### config.mk
export PLATFORM = sky130hd
export DESIGN_NAME = e2it_queue
export DESIGN_NICKNAME = d
export VERILOG_FILES = /design/src/rtl/e2it_pkg.sv /design/src/rtl/e2it_queue.sv
export SDC_FILE = /design/constraint.sdc
export NUM_CORES = 1
export LEC_CHECK = 0
export BUFFER_PORTS_ARGS = -buffer_cell sky130_fd_sc_hd__buf_4
export CAP_MARGIN = 10
export CORE_ASPECT_RATIO = 1.2
export CORE_MARGIN = 2
export CORE_UTILIZATION = 60
export CTS_CLUSTER_DIAMETER = 30
export CTS_CLUSTER_SIZE = 10
export DETAILED_ROUTE_END_ITERATION = 6
export HOLD_SLACK_MARGIN = 0.03
export PLACE_DENSITY = 0.82
export SYNTH_ARGS = -nofsm -noshare
export SYNTH_HDL_FRONTEND = slang
export SYNTH_SLANG_ARGS = --single-unit
### constraint.sdc
create_clock -name clk -period 6.8 [get_ports clk]
set_input_delay 1.02 -clock clk [delete_from_list [all_inputs] [get_ports clk]]
set_output_delay 1.02 -clock clk [all_outputs]
set_load 0.05 [all_outputs]
### src/rtl/e2it_pkg.sv
// Shared types, constants and helper functions for the epoch to ISO date-time text block.
// Used by the conversion pipeline, the record queue, the character emitter and the top level.
package e2it_pkg;

	localparam int EPOCH_W         = 39;
	localparam int DIGITS          = 14;
	localparam int QUEUE_DEPTH_DEF = 4;
	localparam int IDX_W           = 5;

	localparam logic [IDX_W-1:0] IDX_DATE_LAST = 5'd9;
	localparam logic [IDX_W-1:0] IDX_TIME_LAST = 5'd18;

	localparam logic [7:0] CH_ZERO  = 8'h30;
	localparam logic [7:0] CH_DASH  = 8'h2D;
	localparam logic [7:0] CH_COLON = 8'h3A;
	localparam logic [7:0] CH_SPACE = 8'h20;

	// Accepted input span: 0000-01-01 through 9999-12-31 (23:59:59).
	localparam logic signed [EPOCH_W-1:0] SEC_LO = -39'sd62167219200;
	localparam logic signed [EPOCH_W-1:0] SEC_HI = 39'sd253402300799;
	localparam logic signed [EPOCH_W-1:0] DAY_LO = -39'sd719528;
	localparam logic signed [EPOCH_W-1:0] DAY_HI = 39'sd2932896;

	// Offsets that move day 0 to one full 400-year cycle before 0000-03-01,
	// so that every legal value is non-negative.
	localparam logic [21:0]        DAY_OFS = 22'd865565;
	localparam logic [EPOCH_W-1:0] SEC_OFS = 39'd74784816000;

	// Reciprocals for exact floor division by constants: ceil(2^(N+L) / D).
	localparam logic [32:0] M675  = 33'(((64'd1 << 42) + 64'd674) / 64'd675);
	localparam logic [22:0] MERA  = 23'(((64'd1 << 40) + 64'd146096) / 64'd146097);
	localparam logic [17:0] MHOUR = 18'(((64'd1 << 29) + 64'd3599) / 64'd3600);
	localparam logic [18:0] M1460 = 19'(((64'd1 << 29) + 64'd1459) / 64'd1460);
	localparam logic [12:0] MMIN  = 13'(((64'd1 << 18) + 64'd59) / 64'd60);
	localparam logic [18:0] M365  = 19'(((64'd1 << 27) + 64'd364) / 64'd365);
	localparam logic [14:0] M100  = 15'(((64'd1 << 21) + 64'd99) / 64'd100);

	// One converted item. dig holds, from index 0: year (4), month (2), day (2),
	// hour (2), minute (2), second (2), each as a BCD digit.
	typedef struct packed {
		logic                   oor;
		logic                   cmd;
		logic [DIGITS-1:0][3:0] dig;
	} rec_t;

	typedef struct packed {
		logic full;
		logic empty;
	} qstat_t;

	// Two BCD digits of a value below 100.
	function automatic logic [7:0] bcd2(input logic [6:0] v);
		logic [3:0] tens;
		logic [6:0] ones;
		tens = '0;
		for (int k = 1; k <= 9; k++) begin
			tens = tens + 4'(v >= 7'(10 * k));
		end
		ones = v - 7'({tens, 3'b000}) - 7'({tens, 1'b0});
		return {tens, ones[3:0]};
	endfunction

	// Day of the March-based year on which month index mp starts.
	function automatic logic [8:0] month_start(input logic [3:0] mp);
		logic [8:0] s;
		unique case (mp)
			4'd0:  s = 9'd0;
			4'd1:  s = 9'd31;
			4'd2:  s = 9'd61;
			4'd3:  s = 9'd92;
			4'd4:  s = 9'd122;
			4'd5:  s = 9'd153;
			4'd6:  s = 9'd184;
			4'd7:  s = 9'd214;
			4'd8:  s = 9'd245;
			4'd9:  s = 9'd275;
			4'd10: s = 9'd306;
			4'd11: s = 9'd337;
			default: s = 9'd0;
		endcase
		return s;
	endfunction

endpackage

### src/rtl/e2it_queue.sv
// Record queue between the conversion pipeline and the character emitter.
// Depends on e2it_pkg for the record and status types.
module e2it_queue #(
	parameter int DEPTH = e2it_pkg::QUEUE_DEPTH_DEF
) (
	input  logic              clk,
	input  logic              arst_n,
	input  logic              push,
	input  e2it_pkg::rec_t    wdata,
	input  logic              pop,
	output e2it_pkg::rec_t    head,
	output e2it_pkg::qstat_t  qstat
);
	import e2it_pkg::*;

	localparam int PW = (DEPTH > 1) ? $clog2(DEPTH) : 1;
	localparam int CW = $clog2(DEPTH + 1);

	rec_t          slot_q [DEPTH];
	logic [PW-1:0] wr_ptr_q;
	logic [PW-1:0] rd_ptr_q;
	logic [CW-1:0] cnt_q;

	assign head        = slot_q[rd_ptr_q];
	assign qstat.full  = (cnt_q == CW'(DEPTH));
	assign qstat.empty = (cnt_q == '0);

	always_ff @(posedge clk or negedge arst_n) begin
		if (!arst_n) begin
			wr_ptr_q <= '0;
			rd_ptr_q <= '0;
			cnt_q    <= '0;
		end else begin
			if (push) begin
				wr_ptr_q <= (wr_ptr_q == PW'(DEPTH - 1)) ? '0 : wr_ptr_q + 1'b1;
			end
			if (pop) begin
				rd_ptr_q <= (rd_ptr_q == PW'(DEPTH - 1)) ? '0 : rd_ptr_q + 1'b1;
			end
			if (push && !pop) begin
				cnt_q <= cnt_q + 1'b1;
			end else if (pop && !push) begin
				cnt_q <= cnt_q - 1'b1;
			end
		end
	end

	always_ff @(posedge clk) begin
		if (push) begin
			slot_q[wr_ptr_q] <= wdata;
		end
	end

endmodule

# Word-level counts from Yosys, hierarchy flattened
# Memories as Yosys holds them, arrays and structs flattened.
# Index checks and enable logic that the tools add are counted.
# W data, S select, Z words.
[op_classes] addsub=4 n_eq_ne=3 muxes=6 reduce_logical=6
[ops] cell="$mux W3" n=2
[ops] cell="$add A2 B1 Y2 const B" n=2
[ops] cell="$eq A2 B2 Y1 const B" n=2
[ops] cell="$mux W2" n=2
[ops] cell="$add A3 B1 Y3 const B" n=1
[ops] cell="$eq A3 B3 Y1 const B" n=1
[ops] cell="$logic_not A3 Y1" n=1
[ops] cell="$sub A3 B1 Y3 const B" n=1
[ops] cell="$logic_and A1 B1 Y1" n=2
[ops] cell="$logic_not A1 Y1" n=2
[ops] cell="$mux W1" n=2
[ops] cell="$reduce_bool A2 Y1" n=1
[word_totals] ff_bits=7 mem_bits_rw=232 out_inout_bits=60 word_cells=23 memories=1
[memory_table] memory="slot_q" words=4 word_bits=58 rd=1 rd_ports_with_merged_regs=0 write_ports=1 line="e2it_queue.sv:19" source="rec_t slot_q [DEPTH];"

# Logic depth before layout (Yosys ltp)
[logic_depth] depth_word=4 mapped_depth=7

# Worst setup path before layout
# No wires, ideal clock.
[synth_path] path_type="input -> register" startpoint="in push" endpoint="mem slot_q[0][0] (netlist name), enable pin" arrival_ns=2.393 t_required_ns=6.378 path_slack_ns=3.985 path_stages=1 n_path_buf=0 cell_sequence="and2_1"
[synth_via] elab_chain_len=2
[synth_rtl] element="from (decl)" line="e2it_queue.sv:8" source="input logic push,"
[synth_rtl] element="$mux W1" line="e2it_queue.sv:49" source="if (push) begin"
[synth_rtl] element="$mux W1 (not written as such)" line="e2it_queue.sv:50" source="slot_q[wr_ptr_q] <= wdata;"
[synth_rtl] element="to (decl)" line="e2it_queue.sv:19"
# Every way passes these cells.

==> results.cfg <==
[sta]
period_share_pct = 55.5
finClkSkew_ps = 11.1
setup_tns_ps = 0
finalCriticalPeriod_ps = 3770
drv_slew = 0
worst_pin_slew_ps = 889
slew_headroom_pct = 40.7
hold_viol_final = 0
max_freq_mhz = 265
rsz0062_at_grt = no
finalSetupViolCount = 0

[power]
p_leak_nw = 3.90
power.total_mw = 5.88
peakVddDrop_mv = 0.325
power_density_nw_per_um2 = 530

[global_routing]
grt_pass1_vias = 4186
grt_max_degree = 59
grt_overflow = 0
antenna_found_initial = 0
grt_usage_pct = 20.1
grt_pass1_wl_um = 23200

[hold_path]
min-delay-path-class = in -> async

[route]
dr.max_layer_used = met4
via_count = 3976
dr.pass1.iters = 4
drc_errors = 0
avgViaCountPerCell = 5.80
met3_wirelength_um = 896
wl_met1_um = 5990
postRouteAntennaNets = 0
wl_per_cell_um = 22.6
wl_met2_um = 8200
drt-total-wl_um = 15500
dr.first_iter.drc_count = 305

[worst_setup_path]
crit_arrival_ps = 2750
path_class = reg -> out
crit_end = head[23]
critical_path.max_fanout = 31
required_ps = 5780
rr_worst_depth = 3
reg2reg_to = slot_q[1][28]
startpoint_type = flop
r2r_setup_slack_ps = 4930
cp-end-kind = output pin
reg2reg_from = wr_ptr_q[1]
startpoint = rd_ptr_q[0]

[yosys]
seq_area_frac_synth_pct = 80.6
synth.distinct_cells = 19
syn_nets = 410
synth_async_sr_flop_share_pct = 2.93
avgSynthCellArea_um2 = 26.0
synth_area_leaders = edfxtp_1 79%, mux4_2 15%, dfrtp_1 2.0%
yosysWarnings = 0
synth_edf_count = 232
yosysTopAreaCellShare_pct = 78.7
synth_cells = 341
synth_ff_type = edfxtp_1
ys_ff_latch = 239
synth_top_cell_by_area = edfxtp_1
synth_area_um2 = 8860

[cts]
clkTransAtPathRegs_ps = 50
postCtsHoldBufs = 0
ctsHtreeMaxLevel = 2
cts_resized = 0
ctsRootBufferMaster = clkbuf_16
clk_latency_ps = 470
cts_sinks = 239
cts_buffers = 36
cts_tree = yes
cts.path.max_buffers = 3
cts_setup_buffers = 0

[flow_run]
drv_cap = 0

[floorplan]
rows = 48
die_h_um = 137
core_um2 = 14400
ioPinCount = 122
die_area_um2 = 15800
die_x_um = 115
initial_core_util_pct = 61.4

[final_layout]
instances_no_fill = 686
drive_above_1_share_pct = 47.4
syn_to_final_growth_pct = 25.2
diodes = 0
stdcell_area_um2 = 11100
nets = 557

[placed_design]
gp_congestion = 0.711
post-place-cells = 625
io_buffers = 121
post_dp_cell_area_um2 = 9840
place_hpwl_um = 8600

[outcome]
status = completed
[layout by cell type, fill, tap and decap left out, drive strengths merged]
| master | n |
|---|---|
| clkinvlp | 1 |
| and2 | 4 |
| nor3b | 1 |
| xor2 | 2 |
| bufinv | 8 |
| nor2 | 3 |
| ha | 6 |
| xnor2 | 1 |
| nand2 | 2 |
| clkinv | 10 |
| inv | 5 |
| nor3 | 1 |
| clkbuf | 41 |
| buf | 123 |
| o21ai | 2 |
| edfxtp | 232 |
| dfrtp | 7 |
| mux2 | 3 |
| fa | 1 |
| mux4 | 58 |
[report_power, final]
| group | internal [mW] | total, mW | switching [mW] |
|---|---|---|---|
| Sequential | 1.90 | 2.04 | 0.143 |
| Clock | 1.30 | 1.88 | 0.587 |
| Combinational | 0.691 | 1.95 | 1.26 |
| Total | 3.89 | 5.88 | 1.99 |
[per-layer routing]
metal,vias to the layer above,global-route usage (%)
li1,1750,-
met1,2054,26.1
met2,143,33.6
met3,29,4.92
met4,0,7.50
met5,-,0
[worst max-delay path, stage by stage (launching register included)]
cell and delay, ps:
dfrtp_4 800, buf_4 630, mux4_2 610, buf_4 210
[cell families (layout without fill, tap and decap cells)]
logic type | count (synthesis) | in the layout | synth area share, %
flip-flops | 239 | 239 | 80.6
buffers and inverters | 18 | 188 | 2.11
multiplexers | 61 | 61 | 15.1
XOR/XNOR | 3 | 3 | 0.297
adder cells (fa/ha/maj) | 7 | 7 | 1.07
AND/OR/NAND/NOR | 11 | 11 | 0.636
AO/OA/AOI/OAI | 2 | 2 | 0.113
[sequential cells by signal, summed over array words and instances (netlist names)]
| signal | count |
|---|---|
| cnt_q | 3 |
| slot_q | 232 |
| rd_ptr_q | 2 |
| wr_ptr_q | 2 |
[through the flow]
step | setup WS (ps) | hold slack (ps) | utilization, %
after detailed placement | 3430 | 500 | 68.3
after global routing | 2790 | 349 | 77.0
after CTS | 2910 | 347 | 77.0
final | 3030 | 354 | 77.0
after floorplan | 3990 | 456 | -
after global placement | 3410 | 469 | 68.3
[Yosys cell counts (2+ instances only)]
cell and n:
inv_1 4, edfxtp_1 232, buf_4 2, mux4_2 58
nor2_1 3, ha_1 6, mux2_2 3, buf_12 6
and2_1 4, buf_2 5, o21ai_0 2, dfrtp_1 7
xor2_1 2, nand2_1 2
[worst min-delay path by stage]
stage	startpoint	endpoint	slack (ps)	cells after the start
6_report	arst_n	cnt_q[0]	350	1
5_1_grt	arst_n	cnt_q[2]	350	1
4_1_cts	arst_n	cnt_q[0]	350	1
3_5_place_dp	cnt_q[2]	cnt_q[2]	500	1
3_3_place_gp	cnt_q[2]	cnt_q[2]	470	1
2_1_floorplan	cnt_q[2]	cnt_q[2]	460	1
[cell type report]
class,instances,area [µm²]
clock buffer,41,951
tap,175,219
fill,786,3320
inverter,4,15.0
timing repair buffer,123,923
clock inverter,20,299
multi-input combinational,84,1540
sequential,239,7150
(Power assumes the default switching activity.)
