--- config.mk ---
export PLATFORM = sky130hd
export DESIGN_NAME = e2it_emit
export DESIGN_NICKNAME = d
export VERILOG_FILES = /design/src/rtl/e2it_pkg.sv /design/src/rtl/e2it_emit.sv
export SDC_FILE = /design/constraint.sdc
export NUM_CORES = 1
export LEC_CHECK = 0
export CAP_MARGIN = 30
export CORE_MARGIN = 3
export CORE_UTILIZATION = 50
export DETAILED_ROUTE_END_ITERATION = 6
export DONT_BUFFER_PORTS = 1
export GPL_TIMING_DRIVEN = 0
export SLEW_MARGIN = 20
export SYNTH_ARGS = -nofsm -noshare
export SYNTH_HDL_FRONTEND = slang
export SYNTH_SLANG_ARGS = --single-unit
export TNS_END_PERCENT = 50
--- constraint.sdc ---
create_clock -name clk -period 3.3 [get_ports clk]
set_input_delay 0.165 -clock clk [delete_from_list [all_inputs] [get_ports clk]]
set_output_delay 0.165 -clock clk [all_outputs]
set_load 0.05 [all_outputs]
--- src/rtl/e2it_pkg.sv ---
// Shared types, constants and helper functions for the epoch to ISO date-time text block.
// Used by the conversion pipeline, the record queue, the character emitter and the top level.
package e2it_pkg;

	localparam int EPOCH_W         = 39;
	localparam int DIGITS          = 14;
	localparam int QUEUE_DEPTH_DEF = 4;
	localparam int IDX_W           = 5;

	localparam logic [IDX_W-1:0] IDX_DATE_LAST = 5'd9;
	localparam logic [IDX_W-1:0] IDX_TIME_LAST = 5'd18;

	localparam logic [7:0] CH_ZERO  = 8'h30;
	localparam logic [7:0] CH_DASH  = 8'h2D;
	localparam logic [7:0] CH_COLON = 8'h3A;
	localparam logic [7:0] CH_SPACE = 8'h20;

	// Accepted input span: 0000-01-01 through 9999-12-31 (23:59:59).
	localparam logic signed [EPOCH_W-1:0] SEC_LO = -39'sd62167219200;
	localparam logic signed [EPOCH_W-1:0] SEC_HI = 39'sd253402300799;
	localparam logic signed [EPOCH_W-1:0] DAY_LO = -39'sd719528;
	localparam logic signed [EPOCH_W-1:0] DAY_HI = 39'sd2932896;

	// Offsets that move day 0 to one full 400-year cycle before 0000-03-01,
	// so that every legal value is non-negative.
	localparam logic [21:0]        DAY_OFS = 22'd865565;
	localparam logic [EPOCH_W-1:0] SEC_OFS = 39'd74784816000;

	// Reciprocals for exact floor division by constants: ceil(2^(N+L) / D).
	localparam logic [32:0] M675  = 33'(((64'd1 << 42) + 64'd674) / 64'd675);
	localparam logic [22:0] MERA  = 23'(((64'd1 << 40) + 64'd146096) / 64'd146097);
	localparam logic [17:0] MHOUR = 18'(((64'd1 << 29) + 64'd3599) / 64'd3600);
	localparam logic [18:0] M1460 = 19'(((64'd1 << 29) + 64'd1459) / 64'd1460);
	localparam logic [12:0] MMIN  = 13'(((64'd1 << 18) + 64'd59) / 64'd60);
	localparam logic [18:0] M365  = 19'(((64'd1 << 27) + 64'd364) / 64'd365);
	localparam logic [14:0] M100  = 15'(((64'd1 << 21) + 64'd99) / 64'd100);

	// One converted item. dig holds, from index 0: year (4), month (2), day (2),
	// hour (2), minute (2), second (2), each as a BCD digit.
	typedef struct packed {
		logic                   oor;
		logic                   cmd;
		logic [DIGITS-1:0][3:0] dig;
	} rec_t;

	typedef struct packed {
		logic full;
		logic empty;
	} qstat_t;

	// Two BCD digits of a value below 100.
	function automatic logic [7:0] bcd2(input logic [6:0] v);
		logic [3:0] tens;
		logic [6:0] ones;
		tens = '0;
		for (int k = 1; k <= 9; k++) begin
			tens = tens + 4'(v >= 7'(10 * k));
		end
		ones = v - 7'({tens, 3'b000}) - 7'({tens, 1'b0});
		return {tens, ones[3:0]};
	endfunction

	// Day of the March-based year on which month index mp starts.
	function automatic logic [8:0] month_start(input logic [3:0] mp);
		logic [8:0] s;
		unique case (mp)
			4'd0:  s = 9'd0;
			4'd1:  s = 9'd31;
			4'd2:  s = 9'd61;
			4'd3:  s = 9'd92;
			4'd4:  s = 9'd122;
			4'd5:  s = 9'd153;
			4'd6:  s = 9'd184;
			4'd7:  s = 9'd214;
			4'd8:  s = 9'd245;
			4'd9:  s = 9'd275;
			4'd10: s = 9'd306;
			4'd11: s = 9'd337;
			default: s = 9'd0;
		endcase
		return s;
	endfunction

endpackage

--- src/rtl/e2it_emit.sv ---
// Back end: walks the record at the head of the queue and sends one ASCII character
// per transaction through an output register. Depends on e2it_pkg.
module e2it_emit (
	input  logic              clk,
	input  logic              arst_n,
	input  e2it_pkg::rec_t    head,
	input  e2it_pkg::qstat_t  qstat,
	output logic              pop,
	output logic              out_valid,
	input  logic              out_ready,
	output logic [7:0]        out_char,
	output logic              out_last,
	output logic              out_oor
);
	import e2it_pkg::*;

	logic [IDX_W-1:0] idx_q;
	logic             valid_q;
	logic [7:0]       char_q;
	logic             last_q;
	logic             oor_q;

	logic       load;
	logic       take;
	logic       last;
	logic       is_dig;
	logic [3:0] dsel;
	logic [7:0] sep;
	logic [7:0] ch;

	assign load = !valid_q || out_ready;
	assign take = load && !qstat.empty;
	assign last = head.oor || (head.cmd ? (idx_q == IDX_TIME_LAST) : (idx_q == IDX_DATE_LAST));
	assign pop  = take && last;

	always_comb begin
		is_dig = 1'b1;
		dsel   = 4'd0;
		sep    = 8'd0;
		unique case (idx_q)
			5'd0:  dsel = head.dig[0];
			5'd1:  dsel = head.dig[1];
			5'd2:  dsel = head.dig[2];
			5'd3:  dsel = head.dig[3];
			5'd4:  begin is_dig = 1'b0; sep = CH_DASH; end
			5'd5:  dsel = head.dig[4];
			5'd6:  dsel = head.dig[5];
			5'd7:  begin is_dig = 1'b0; sep = CH_DASH; end
			5'd8:  dsel = head.dig[6];
			5'd9:  dsel = head.dig[7];
			5'd10: begin is_dig = 1'b0; sep = CH_SPACE; end
			5'd11: dsel = head.dig[8];
			5'd12: dsel = head.dig[9];
			5'd13: begin is_dig = 1'b0; sep = CH_COLON; end
			5'd14: dsel = head.dig[10];
			5'd15: dsel = head.dig[11];
			5'd16: begin is_dig = 1'b0; sep = CH_COLON; end
			5'd17: dsel = head.dig[12];
			5'd18: dsel = head.dig[13];
			default: is_dig = 1'b0;
		endcase
		if (head.oor) begin
			ch = 8'd0;
		end else if (is_dig) begin
			ch = CH_ZERO | {4'd0, dsel};
		end else begin
			ch = sep;
		end
	end

	always_ff @(posedge clk or negedge arst_n) begin
		if (!arst_n) begin
			idx_q   <= '0;
			valid_q <= 1'b0;
		end else begin
			if (load) begin
				valid_q <= !qstat.empty;
			end
			if (take) begin
				idx_q <= last ? '0 : idx_q + 1'b1;
			end
		end
	end

	always_ff @(posedge clk) begin
		if (take) begin
			char_q <= ch;
			last_q <= last;
			oor_q  <= head.oor;
		end
	end

	assign out_valid = valid_q;
	assign out_char  = char_q;
	assign out_last  = last_q;
	assign out_oor   = oor_q;

endmodule

Yosys cells after proc, flatten, opt, wreduce, memory -nomap -nowiden
Index checks and enable logic that the tools add are counted.

storage, ports and cells
  output and inout bits = 12
  bits of input ports = 63
  register bits after elaboration = 16
  word-level logic and storage cells = 42

operators by class
  multiplexer cells = 6
  add/sub/neg operators = 1
  equality and inequality tests = 18
  reductions and logical operators = 11

operator list
  operator                                                               count
  4-bit one-hot mux with 14 select lines                                 1
  5-bit by 4-bit equality test with 1-bit output, second input constant  8
  5-bit by 3-bit equality test with 1-bit output, second input constant  4
  6-bit one-hot mux with 3 select lines                                  1
  5-bit equality test, second input constant                             3
  14-bit OR reduction                                                    1
  5-bit by 2-bit equality test with 1-bit output, second input constant  2
  6-bit two-way mux                                                      1
  2-bit OR reduction                                                     3
  5-bit by 1-bit adder with 5-bit output, second input constant          1
  5-bit by 1-bit equality test with 1-bit output, second input constant  1
  5-bit logical NOT                                                      1
  5-bit two-way mux                                                      1
  1-bit logical AND                                                      2
  1-bit logical NOT                                                      2
  1-bit logical OR                                                       2
  1-bit two-way mux                                                      2

Longest topological paths before layout
Gate-level depths: netlist (run 1).

  depth after elaboration = 4
  gate-level depth with buffers = 9
  gate-level depth less buffers = 7

Worst setup path before layout (run 1)
No wires, ideal clock.

  path kind = register -> register
  start = register idx_q[3]
  end = register char_q[0] (netlist: out_char[0]) (data pin)
  slack = 1009 ps
  path buffers = 3
  data arrival time = 2130 ps
  stages on the path, launching flop included = 10
  setup time = 160 ps
  period minus slack after synthesis = 2291 ps
  data required time = 3140 ps
  cell sequence = dfrtp_1 -> buf_4 -> buf_2 -> buf_2 -> and3_1 -> ha_1 -> a211oi_2 -> o211ai_2 -> or3_1 -> a41oi_1

between the ends
  longest elaborated chain between the ends = 4
  elaborated cells between the ends (all ways) = 26
  classes of those cells = eq/ne: 18; mux: 4; reduce/logical: 4

ends and longest elaborated chain
  what                                                                        RTL line         text
  start, declared                                                             e2it_emit.sv:17  logic [IDX_W-1:0] idx_q;
  start signal, assigned                                                      e2it_emit.sv:80  idx_q <= last ? '0 : idx_q + 1'b1;
  5-bit equality test (tied with other cells)                                 e2it_emit.sv:40  unique case (idx_q)
  14-bit OR reduction (no line) or 2-bit OR reduction (tied branches)         -
  1-bit two-way mux or 6-bit one-hot mux with 3 select lines (tied branches)  e2it_emit.sv:40
  6-bit two-way mux *                                                         e2it_emit.sv:64  end else if (is_dig) begin
  end signal, assigned                                                        e2it_emit.sv:87  char_q <= ch;
  end, declared                                                               e2it_emit.sv:19  logic [7:0] char_q;

Mark *: on every way between the ends. The rest lies on a longest branch, timed or not.
A chain may end at the register's enable or synchronous reset.

Worst setup path in the final report (run 1)
  start = register idx_q[1]
  end = output pop

between the ends
  longest elaborated chain between the ends = 4
  elaborated cells between the ends (all ways) = 5
  classes of those cells = eq/ne: 2; mux: 1; reduce/logical: 2

ends and longest elaborated chain
  what                                                                                   RTL line         text
  5-bit by 4-bit equality test with 1-bit output or 5-bit equality test (tied branches)  e2it_emit.sv:33  assign last = head.oor || (head.cmd ? (idx_q == IDX_TIME_LAST) : (idx_q == IDX_DATE_LAST));
  1-bit two-way mux *                                                                    e2it_emit.sv:33
  1-bit logical OR *                                                                     e2it_emit.sv:33
  named net last                                                                         e2it_emit.sv:25  logic last;
  1-bit logical AND *                                                                    e2it_emit.sv:34  assign pop = take && last;
  end, declared                                                                          e2it_emit.sv:8   output logic pop,

Mark *: on every way through the listed nets, which the timed path passes. The rest lies on a longest branch.

==> impl_metrics.tcl, run 1 <==
set metrics [dict create \
    dr.pass1.iters 4 \
    arrival_ns 2.50 \
    coreArea_um2 2540 \
    rsz0062_at_grt "false" \
    worstMarginPinSlew_ns 0.528 \
    cts_setup_buffers 0 \
    port_buffers 0 \
    clock_sinks 14 \
    clkSlewWorstSetupHoldPaths_ns 0.09 \
    drive_gt1_share_pct 12.3 \
    cp_max_fo 7 \
    via_count 1268 \
    yosysMostFrequentCell "nand2_1" \
    yosysWarnings 0 \
    syn_to_final_growth_pct 7.90 \
    ys_seq_elements 14 \
    fin_skew_ns 0.0104 \
    report.final.slew_viol_count 0 \
    cts_hold_buf 3 \
    synth-async-reset-ratio_pct 42.9 \
    synth_commonest_cells "nand2_1 (13), mux2i_1 (12), edfxtp_1 (8), nor2_1 (8), o21ai_0 (7)" \
    die_h_um 58.2 \
    r2r_slack_ns 0.66 \
    holdWs_ns 0.0737 \
    final_area_um2 1470 \
    ios 75 \
    slew_headroom_pct 64.7 \
    row_count 18 \
    via_per_inst 6.60 \
    cts_resized 0 \
    report.power.total_w 0.000813 \
    wl_met3_um 367 \
    power_leakage_nw 0.570 \
    cts_buffers 3 \
    diodes 0 \
    dp_slack_ns 0.688 \
    synth_flop_cell "edfxtp_1" \
    avgSynthCellArea_um2 8.85 \
    grt_max_degree 14 \
    min_from "head[57]" \
    wl_met1_um 1500 \
    fin_ws_ns 0.632 \
    dieArea_um2 3390 \
    grt_usage_pct 21.9 \
    cts_max_level 1 \
    grt_pass1_wl_um 5700 \
    r2r_start "idx_q[3]" \
    rr_endpoint "out_char[0]" \
    fmax_ghz 0.375 \
    post-route-period-util_pct 80.8 \
    drc 0 \
    worstSkewPairLatency_ns 0.28 \
    grt_pass1_vias 1275 \
    reg2regPathDepth 9 \
    end_kind "output port" \
    synth.cell_area_um2 1360 \
    clock_path_buffers 2 \
    start_kind "register" \
    crit_type "register to output port" \
    synth.distinct_cells 51 \
    die_x_um 58.2 \
    met2WireLength_um 1770 \
    hold-path-endpoint "out_char[2]" \
    synth_edf_count 8 \
    ant_nets 0 \
    postRouteWirelength_um 3650 \
    routedWlPerCell_um 19.0 \
    status "completed" \
    fin_crit_ns 2.67 \
    gp_congestion 0.888 \
    setup_viol 0 \
    synth_cells 154 \
    dpl_cell_area_um2 1400 \
    grt-ovfl-total 0 \
    synth_area_leaders "edfxtp_1 (18%), dfrtp_1 (11%), mux2i_1 (8.8%)" \
    peakVddDrop_mv 0.349 \
    max-cap-violations 0 \
    cts_tree "yes" \
    yosysSeqAreaShare_pct 28.7 \
    place_hpwl_um 2890 \
    yosysTopAreaCellShare_pct 17.6 \
    fin_nets 231 \
    start_util_pct 53.5 \
    hold_path_class "primary input to register" \
    finalHoldViolCount 0 \
    p_per_area_nw_per_um2 553 \
    cp.required_ns 3.13 \
    yosys.area.top_type "edfxtp_1" \
    hold_path_depth 1 \
    drt_iter0_drc 103 \
    antenna_found_initial 0 \
    highest_layer "met4" \
    cts-root-buf "clkbuf_4" \
    fin_tns_setup_ns 0 \
]
## area by class of cell
class | count | area [um^2]
fill | 235 | 1070
multi-input combinational | 123 | 878
sequential | 14 | 390
buffer | 12 | 75.1
tap | 30 | 37.5
clock buffer | 4 | 36.3
timing repair buffer | 3 | 30.0
inverter | 6 | 22.5
## stage by stage
stage / util, % / cells
CTS: 57.8 / 192
finish: 57.8 / 192
global route: 57.8 / 192
global placement: 55.2 / 185
floorplan: - / 155
detailed placement: 55.2 / 185
## power breakdown
group	switching [W]	total, W	internal (W)
registers	0.0000676	0.000289	0.000221
clock network	0.0000527	0.000120	0.0000671
logic	0.000236	0.000404	0.000168
## logic make-up (layout without fill, tap and decap cells)
group	after synthesis	count (layout)	synth area share [%]
compound gates	49	49	27.7
fa+ha+maj	5	5	4.59
buf+inv	18	25	7.16
flops	14	14	28.6
mux	13	13	9.64
other cells	1	2	0.275
simple gates	54	54	21.9
## layer usage
metal  track usage, %  up-vias
met5                0        -
met4             3.97        0
met3             6.01        2
met2             36.5       68
met1             28.7      586
li1                 -      612
## state kept, by name, indices dropped and copies added, names as in the netlist
register,cells
idx_q,5
out_oor,1
out_last,1
out_valid,1
out_char,6
## worst max path at each step
stage / from / to
2_1_floorplan: idx_q[3] / out_char[0]
3_3_place_gp: idx_q[3] / out_char[0]
3_5_place_dp: idx_q[3] / out_char[0]
4_1_cts: idx_q[1] / pop
5_1_grt: idx_q[3] / out_char[0]
6_report: idx_q[1] / pop
## worst max-delay path, cell delays in order (launching register included)
cell	delay [ns]
dfrtp_1	0.43
inv_1	0.12
ha_1	0.17
nor2b_1	0.44
a32oi_1	0.09
o21bai_1	0.46
and2_1	0.52
## cell usage in the layout, fill, tap and decap left out, types with 2 or more instances in the layout
cell type | Yosys | layout
dlygate4sd3_1 | 0 | 3
ha_1 | 5 | 5
a211oi_1 | 2 | 2
o22ai_1 | 3 | 3
o21ai_0 | 7 | 7
a32o_1 | 2 | 2
buf_2 | 6 | 6
a21o_1 | 2 | 2
nor2_1 | 8 | 8
nor2b_1 | 6 | 6
nand2b_1 | 4 | 4
conb_1 | 1 | 2
edfxtp_1 | 8 | 8
clkbuf_4 | 0 | 3
a41oi_1 | 3 | 3
o21bai_1 | 3 | 3
a22o_1 | 3 | 3
inv_1 | 6 | 6
nand2_1 | 13 | 13
or3_1 | 3 | 3
a311oi_1 | 3 | 3
nand3_1 | 5 | 5
nor3_1 | 2 | 2
o31ai_1 | 4 | 4
buf_4 | 4 | 4
nor3b_1 | 3 | 3
a22oi_1 | 2 | 2
dfrtp_1 | 6 | 6
mux2i_1 | 12 | 12
a32oi_1 | 5 | 5
No activity file was read; power rests on OpenSTA's default activity.
==> inputs of run 2 (changes only) <==
--- a/config.mk
+++ b/config.mk
@@ -11,6 +11,7 @@
 export DETAILED_ROUTE_END_ITERATION = 6
 export DONT_BUFFER_PORTS = 1
 export GPL_TIMING_DRIVEN = 0
+export PLACE_DENSITY = 0.68
 export SLEW_MARGIN = 20
 export SYNTH_ARGS = -nofsm -noshare
 export SYNTH_HDL_FRONTEND = slang
==> constraint.sdc (replaced) <==
create_clock -name clk -period 2.3 [get_ports clk]
set_input_delay 0.115 -clock clk [delete_from_list [all_inputs] [get_ports clk]]
set_output_delay 0.115 -clock clk [all_outputs]
set_load 0.05 [all_outputs]
==> impl_metrics.tcl, run 2 (synthesized netlist as in run 1, its figures left out) <==
set metrics [dict create \
    drt_iter0_drc 54 \
    slew_headroom_pct 66.4 \
    die_h_um 58.2 \
    diodes 0 \
    cp_max_fo 19 \
    drive_gt1_share_pct 19.5 \
    coreArea_um2 2540 \
    worstSkewPairLatency_ns 0.28 \
    gp_congestion 0.884 \
    postRouteWirelength_um 3880 \
    post-route-period-util_pct 96.7 \
    fin_skew_ns 0.00468 \
    dr.pass1.iters 4 \
    start_util_pct 53.5 \
    grt_max_degree 20 \
    final_area_um2 1570 \
    fin_crit_ns 2.23 \
    grt_pass1_wl_um 6140 \
    clkSlewWorstSetupHoldPaths_ns 0.08 \
    grt_pass1_vias 1330 \
    dieArea_um2 3390 \
    drc 0 \
    routedWlPerCell_um 20.0 \
    largest_reg_flops 6 \
    finalHoldViolCount 0 \
    holdWs_ns 0.0221 \
    fin_nets 233 \
    cts_tree "yes" \
    clock_sinks 14 \
    p_per_area_nw_per_um2 792 \
    antenna_found_initial 0 \
    die_x_um 58.2 \
    stdcell_count 194 \
    critical_path.most_common_cell "buf_4" \
    report.final.slew_viol_count 0 \
    syn_to_final_growth_pct 15.5 \
    place_hpwl_um 3010 \
    peakVddDrop_mv 0.570 \
    grt-ovfl-total 0 \
    worstMarginPinSlew_ns 0.505 \
    dpl_cell_area_um2 1400 \
    cts_max_level 1 \
    row_count 18 \
    cp_slowest_cell "dfrtp_1" \
    status "completed" \
    via_per_inst 6.75 \
    slowest_delay_ns 0.42 \
    hold_path_depth 2 \
    post-place-cells 185 \
    cts_buffers 3 \
    start_kind "register" \
    seq_area_um2 390 \
    cp.required_ns 2.43 \
    fmax_ghz 0.449 \
    grt_usage_pct 23.1 \
    reg2regPathDepth 8 \
    final_cell_mix "nand2_1 (13), mux2i_1 (12), buf_4 (8), nor2_1 (8), edfxtp_1 (8)" \
    worstPathCellList "buf_4 -> buf_4 -> and3_1 -> ha_4 -> a211oi_4 -> o211ai_2 -> or3_4 -> a31oi_4" \
    cts-root-buf "clkbuf_4" \
    multi_input_area_um2 951 \
    fill_cells 228 \
    max-cap-violations 0 \
    arrival_ns 2.36 \
    hold_path_class "primary input to register" \
    ios 75 \
    report.power.total_w 0.00125 \
    fin_ws_ns 0.0748 \
    layout_commonest_cell "nand2_1" \
    crit_type "register to register" \
    setup_viol 0 \
    port_buffers 0 \
    dp_slack_ns -0.290 \
    power_leakage_nw 0.595 \
    end_kind "register" \
    ant_nets 0 \
    via_count 1310 \
    clock_path_buffers 2 \
]
==> run 2: cell types whose count changed in the layout (fill, tap and decap cells not counted), moves of 2 or more <==
cell / before / now
buf_4: 4 / 8
o21bai_1: 3 / 1
buf_2: 6 / 2
o21bai_2: 0 / 2
a41oi_2: 0 / 2
a41oi_1: 3 / 1
==> run 2: where the power goes <==
| group | leakage (nW) | switching (W) | internal [W] |
|---|---|---|---|
| clock network | 0.0210 | 0.0000758 | 0.0000963 |
| logic | 0.420 | 0.000374 | 0.000286 |
| registers | 0.154 | 0.0000973 | 0.000317 |
| total | 0.595 | 0.000547 | 0.000700 |
==> run 2: worst paths after layout <==
| path | slack [ns] | to | startpoint |
|---|---|---|---|
| worst max register to register | 0.07 | out_char[2] | idx_q[3] |
| worst min register to register | 0.66 | idx_q[1] | idx_q[1] |
| worst max-delay path | 0.07 | out_char[2] | idx_q[3] |
| min in group asynchronous | 0.15 | idx_q[2] | arst_n |
| max in group asynchronous | 1.92 | idx_q[1] | arst_n |
| worst min-delay path | 0.02 | out_valid | out_ready |
==> run 2: area by class of cell <==
class,count,share of cell area (%)
inverters,6,1.43
multi-input cells,123,60.4
repair buffers,6,3.50
clock buffers,4,2.31
well taps,30,2.38
flip-flops and latches,14,24.8
plain buffers,11,5.17
==> run 2: critical path, delay by kind of cell (launching register included) <==
family	cells	cell delay, ns
AOI/OAI and AO/OA	3	0.48
and+or+nand+nor	2	0.59
DFF	1	0.42
buffers and inverters	2	0.40
adders and majority gates	1	0.19
==> run 2: routing by layer <==
layer / up-vias / share of wire [%] / global-route usage (%)
li1: 610 / - / -
met1: 623 / 39 / 29.9
met2: 77 / 51 / 40.3
met3: 0 / 10 / 5.35
met4: 0 / 0 / 2.98
met5: - / 0 / 0
==> run 2: timing repair <==
action / 4_1_cts / 5_1_grt
setup buffers: 1 / 1
hold buffers: 3 / 1
endpoints found under the setup margin: 7 / 6
hold endpoints to repair: 9 / 1
resized for setup: 13 / 6
pin swaps: 2 / 1
==> run 2: stage by stage <==
| step | util (%) | TNS, ns |
|---|---|---|
| floorplan | - | 0 |
| global placement | 55.2 | -0.748 |
| detailed placement | 55.2 | -0.824 |
| CTS | 60.2 | 0 |
| global route | 61.8 | -0.00795 |
| finish | 61.8 | 0 |
